[src/rtl/core/hbu_pkg.sv]
`timescale 1ns / 1ps

package hbu_pkg;

  typedef enum logic {
    OP_WRITE = 1'b0,
    OP_QUERY = 1'b1
  } op_t;

  typedef enum logic [2:0] {
    REG_GRID_SIDE     = 3'd0,
    REG_SUBSAMPLING   = 3'd1,
    REG_VERTEX_COUNT  = 3'd2,
    REG_HEIGHT_SCALE  = 3'd3,
    REG_FLIP_ROWS     = 3'd4,
    REG_INVERT_HEIGHT = 3'd5,
    REG_MIN_ELEVATION = 3'd6,
    REG_UNUSED        = 3'd7
  } reg_idx_t;

  typedef struct packed {
    logic [8:0]         grid_side;
    logic [4:0]         subsampling;
    logic [12:0]        vertex_count;
    logic signed [15:0] height_scale;
    logic               flip_rows;
    logic               invert_height;
    logic signed [31:0] min_elevation;
  } cfg_t;

  typedef logic [32:0] recip_t;

  // ceil(2^32 / s); quotient = (v * r) >> 32 is exact for v below 2^21
  localparam recip_t RECIP_TBL [32] = '{
    33'd0,
    33'(64'hFFFF_FFFF / 64'd1  + 64'd1), 33'(64'hFFFF_FFFF / 64'd2  + 64'd1),
    33'(64'hFFFF_FFFF / 64'd3  + 64'd1), 33'(64'hFFFF_FFFF / 64'd4  + 64'd1),
    33'(64'hFFFF_FFFF / 64'd5  + 64'd1), 33'(64'hFFFF_FFFF / 64'd6  + 64'd1),
    33'(64'hFFFF_FFFF / 64'd7  + 64'd1), 33'(64'hFFFF_FFFF / 64'd8  + 64'd1),
    33'(64'hFFFF_FFFF / 64'd9  + 64'd1), 33'(64'hFFFF_FFFF / 64'd10 + 64'd1),
    33'(64'hFFFF_FFFF / 64'd11 + 64'd1), 33'(64'hFFFF_FFFF / 64'd12 + 64'd1),
    33'(64'hFFFF_FFFF / 64'd13 + 64'd1), 33'(64'hFFFF_FFFF / 64'd14 + 64'd1),
    33'(64'hFFFF_FFFF / 64'd15 + 64'd1), 33'(64'hFFFF_FFFF / 64'd16 + 64'd1),
    33'(64'hFFFF_FFFF / 64'd17 + 64'd1), 33'(64'hFFFF_FFFF / 64'd18 + 64'd1),
    33'(64'hFFFF_FFFF / 64'd19 + 64'd1), 33'(64'hFFFF_FFFF / 64'd20 + 64'd1),
    33'(64'hFFFF_FFFF / 64'd21 + 64'd1), 33'(64'hFFFF_FFFF / 64'd22 + 64'd1),
    33'(64'hFFFF_FFFF / 64'd23 + 64'd1), 33'(64'hFFFF_FFFF / 64'd24 + 64'd1),
    33'(64'hFFFF_FFFF / 64'd25 + 64'd1), 33'(64'hFFFF_FFFF / 64'd26 + 64'd1),
    33'(64'hFFFF_FFFF / 64'd27 + 64'd1), 33'(64'hFFFF_FFFF / 64'd28 + 64'd1),
    33'(64'hFFFF_FFFF / 64'd29 + 64'd1), 33'(64'hFFFF_FFFF / 64'd30 + 64'd1),
    33'(64'hFFFF_FFFF / 64'd31 + 64'd1)
  };

endpackage

[src/rtl/core/hbu_cfg.sv]
`timescale 1ns / 1ps

module hbu_cfg
  import hbu_pkg::*;
(
  input  logic        clk,
  input  logic        rst_n,
  input  logic        psel,
  input  logic        penable,
  input  logic        pwrite,
  input  logic [4:0]  paddr,
  input  logic [31:0] pwdata,
  output logic [31:0] prdata,
  output logic        pready,
  output cfg_t        cfg
);

  cfg_t     cfg_r;
  reg_idx_t idx;

  assign idx    = reg_idx_t'(paddr[4:2]);
  assign pready = 1'b1;
  assign cfg    = cfg_r;

  always_ff @(posedge clk) begin
    if (!rst_n) begin
      cfg_r.grid_side     <= 9'd257;
      cfg_r.subsampling   <= 5'd1;
      cfg_r.vertex_count  <= 13'd257;
      cfg_r.height_scale  <= 16'sd256;
      cfg_r.flip_rows     <= 1'b0;
      cfg_r.invert_height <= 1'b0;
      cfg_r.min_elevation <= 32'sd0;
    end else if (psel && penable && pwrite) begin
      case (idx)
        REG_GRID_SIDE:     cfg_r.grid_side     <= pwdata[8:0];
        REG_SUBSAMPLING:   cfg_r.subsampling   <= pwdata[4:0];
        REG_VERTEX_COUNT:  cfg_r.vertex_count  <= pwdata[12:0];
        REG_HEIGHT_SCALE:  cfg_r.height_scale  <= $signed(pwdata[15:0]);
        REG_FLIP_ROWS:     cfg_r.flip_rows     <= pwdata[0];
        REG_INVERT_HEIGHT: cfg_r.invert_height <= pwdata[0];
        REG_MIN_ELEVATION: cfg_r.min_elevation <= $signed(pwdata);
        default: ;
      endcase
    end
  end

  always_comb begin
    case (idx)
      REG_GRID_SIDE:     prdata = 32'(cfg_r.grid_side);
      REG_SUBSAMPLING:   prdata = 32'(cfg_r.subsampling);
      REG_VERTEX_COUNT:  prdata = 32'(cfg_r.vertex_count);
      REG_HEIGHT_SCALE:  prdata = 32'($unsigned(cfg_r.height_scale));
      REG_FLIP_ROWS:     prdata = 32'(cfg_r.flip_rows);
      REG_INVERT_HEIGHT: prdata = 32'(cfg_r.invert_height);
      REG_MIN_ELEVATION: prdata = $unsigned(cfg_r.min_elevation);
      default:           prdata = 32'd0;
    endcase
  end

endmodule

[config.mk]
export PLATFORM = sky130hd
export DESIGN_NAME = hbu_cfg
export DESIGN_NICKNAME = d
export VERILOG_FILES = /design/src/rtl/core/hbu_pkg.sv /design/src/rtl/core/hbu_cfg.sv
export SDC_FILE = /design/constraint.sdc
export NUM_CORES = 1
export LEC_CHECK = 0
export BUFFER_PORTS_ARGS = -buffer_cell sky130_fd_sc_hd__buf_2
export CAP_MARGIN = 20
export CORE_MARGIN = 2
export CORE_UTILIZATION = 30
export DETAILED_ROUTE_END_ITERATION = 16
export HOLD_SLACK_MARGIN = 0.1
export PLACE_DENSITY = 0.62
export REMOVE_ABC_BUFFERS = 1
export SKIP_LAST_GASP = 1
export SLEW_MARGIN = 20
export SYNTH_ARGS = -nofsm -noshare
export SYNTH_HDL_FRONTEND = slang
export SYNTH_SLANG_ARGS = --single-unit
[constraint.sdc]
create_clock -name clk -period 1.2 [get_ports clk]
set_input_delay 0.12 -clock clk [delete_from_list [all_inputs] [get_ports clk]]
set_output_delay 0.12 -clock clk [all_outputs]
set_load 0.03 [all_outputs]
==> reports/results.ini <==
[sta]
finalCritPeriodShare_pct = 138
max_freq_mhz = 603
rsz0062_at_grt = true
min_period_ns = 1.66
skew_ns = 0
setup_violations = 13
setup_ws_ns = -0.459
hold_violations = 0
drv_slew = 0

[routing]
drt_iter0_drc = 128
wl_met2_mm = 5.50
final_antenna_net_count = 0
wire_per_inst_um = 15.1
drc_errors = 0
firstDrtPassIters = 4
met1_length_mm = 5.10
wirelength_mm = 11.4
highest_layer = met4
vias = 3568
routed_via_density = 4.72
wl_met3_um = 584

[worst_setup_path]
path_cells = mux4_2, mux2_4, buf_6
cp_num_buf_inv = 1
setup.worst_path.class = reg2out
cp-end-kind = output pin
slowest_stage = mux4_2
slowest_delay_ns = 0.46
crit_fanout = 2
arrival_ns = 1.54
startpoint_type = flop
rr_startpoint = cfg[76]
crit_required_ns = 1.08
critPathLaunch = cfg[34]
critPathTopFamily = multiplexers

[power_and_ir_drop]
p_sw_share_pct = 24.2
power.density_mw_per_mm2 = 1010
ir_worst_vdd_mv = 0.483
pwr-share-seq_pct = 45.6
switching_power_mw = 1.37
p_comb_share_pct = 11.0
total_leakage_power_nw = 2.66
power.clock.fraction_pct = 43.4
intPower_mw = 4.30

[grt]
grt_pass1_wl_mm = 17.7
grt_use_total_pct = 17.4
grt_remaining_overflow = 0
grt_pass1_vias = 3533
antenna_found_initial = 0
grt_max_degree = 49

[cells_and_area]
seqCellArea_mm2 = 0.00158
multi_input_area_mm2 = 0.00195
largest_register_ffs = 77
nets = 647
fillers = 1132
diodes = 0
postLayoutCoreUtil_pct = 47.3
final_cell_area_mm2 = 0.00563
drive_above_1_share_pct = 45.5
area_growth_syn_to_layout_pct = 55.5

[cts]
path_clk_slew_ns = 0.06
ctsLongestPathBuffers = 2
cts_buffers = 9
cts.sinks = 77
cts_tree = done
cts-root-buf = clkbuf_16
htree_num_levels = 3
clock_latency_ns = 0.33

[die]
num_io_pins = 152
start_util_pct = 30.4
die_area_mm2 = 0.0130
rows = 40
core_mm2 = 0.0119
die_x_um = 114
fp.dieH_um = 114

[outcome]
status = complete, but fails checks
failed_checks = negative setup slack

[place]
place.port_buffers = 148
place_area_mm2 = 0.00479
dp_hpwl_mm = 7.77
gp_congestion = 0.780

[yosys]
synth_cell_type_count = 34
syn_inst = 386
syn_area_per_cell_um2 = 9.38
synth.area.top_cells = dfxtp_1 (43%), mux2i_1 (25%), nand2_1 (11%), and2_1 (3.5%), nor2b_1 (2.2%)
ys_warn_count = 0
ys_seq_elements = 77
post-synth-top-area-cell = dfxtp_1
synth_top_area_share_pct = 42.6
yosysSeqAreaShare_pct = 42.6
syn-cell-area_mm2 = 0.00362

[worst_hold_path]
min_from = pwdata[0]
hold_path.class = in2reg

[job]
max_cap_violations = 0

==> kinds of logic after synthesis <==
family | after synthesis | synth area share, %
AOI/OAI and AO/OA | 26 | 5.36
other | 1 | 0.104
and+or+nand+nor | 156 | 20.4
muxes | 94 | 26.7
DFF | 77 | 42.6
buffers and inverters | 32 | 4.84
==> repair_timing <==
| action | 4_1_cts | 5_1_grt |
|---|---|---|
| resized for setup | 65 | 22 |
| pin swaps | 8 | 3 |
| cloned | 0 | 1 |
| setup endpoints to repair | 32 | 32 |
| endpoints found under the hold margin | 33 | 0 |
| setup buffers | 15 | 4 |
| hold buffers | 24 | 0 |
==> cells in the final DEF, fill, tap and decap left out, types with 3 or more instances in the layout <==
master	n
buf_2	125
nand2_1	103
mux2i_1	90
buf_4	68
dfxtp_1	45
dfxtp_2	32
dlygate4sd3_1	24
and2_1	19
buf_6	13
nor2b_1	11
clkbuf_16	9
o21ai_1	6
o2bb2ai_1	6
nand3_1	5
a22o_1	5
buf_12	5
clkbuf_4	4
a22oi_2	3
clkbuf_1	3
==> worst min-delay path: stages <==
cell and delay, ns:
buf_2 0.09, nor2b_1 0.07, mux2i_1 0.13
==> synthesized netlist by cell type (all sizes together) <==
cell / n
o311ai: 1
nor4: 1
o21a: 1
or4: 1
nand3: 6
nor3: 5
dfxtp: 77
nand2: 104
nor2b: 13
buf: 13
inv: 1
o21ai: 7
o2bb2ai: 6
nand4: 1
nor2: 2
mux2i: 91
a22oi: 3
and2: 20
nand2b: 1
conb: 1
mux2: 1
a22o: 5
or3: 1
o41ai: 1
clkbuf: 18
a21o: 2
nand3b: 1
mux4: 2
==> cell type report <==
| class | count | area share, % |
|---|---|---|
| Clock buffer | 13 | 4.44 |
| Clock inverter | 2 | 0.178 |
| Inverter | 1 | 0.0667 |
| Multi-Input combinational cell | 277 | 34.6 |
| Sequential cell | 77 | 28.1 |
| Tap cell | 147 | 3.27 |
| Timing Repair Buffer | 239 | 29.4 |
==> power by group through the flow <==
stage	clock, mW	combinational, mW	sequential (mW)
2_1_floorplan	0	0.159	2.68
3_3_place_gp	0	0.513	2.64
3_5_place_dp	0	0.524	2.65
4_1_cts	2.54	0.610	2.59
5_1_grt	2.65	0.674	2.59
6_report	2.46	0.625	2.59
==> layer usage <==
| layer | global-route usage, % | vias to the layer above |
|---|---|---|
| met1 | 21.7 | 1695 |
| met2 | 30.1 | 119 |
| met4 | 6.02 | 0 |
| met5 | 0 | - |
| met3 | 3.29 | 14 |
| li1 | - | 1740 |
==> stage by stage <==
stage          hold slack [ns]  std cells  TNS (ns)  power (mW)  worst slack (ns)
2_1_floorplan            0.221        355    -19.92        2.84            -0.546
3_3_place_gp             0.368        697    -13.57        3.16            -0.250
3_5_place_dp             0.379        697    -16.34        3.17            -0.277
4_1_cts                  0.107        751     -2.07        5.73            -0.468
5_1_grt                  0.109        756     -2.82        5.91            -0.487
6_report                 0.110        756     -1.97        5.68            -0.459
==> path summary, 6_finish.rpt <==
check / to / cells past startpoint / slack (ns)
worst max-delay path: prdata[0] / 3 / -0.46
worst min-delay path: cfg[50] / 3 / 0.11
worst max register to register: cfg[76] / 3 / 0.44
worst min register to register: cfg[19] / 2 / 0.47
Note: power is estimated with default switching activity, not from simulation.
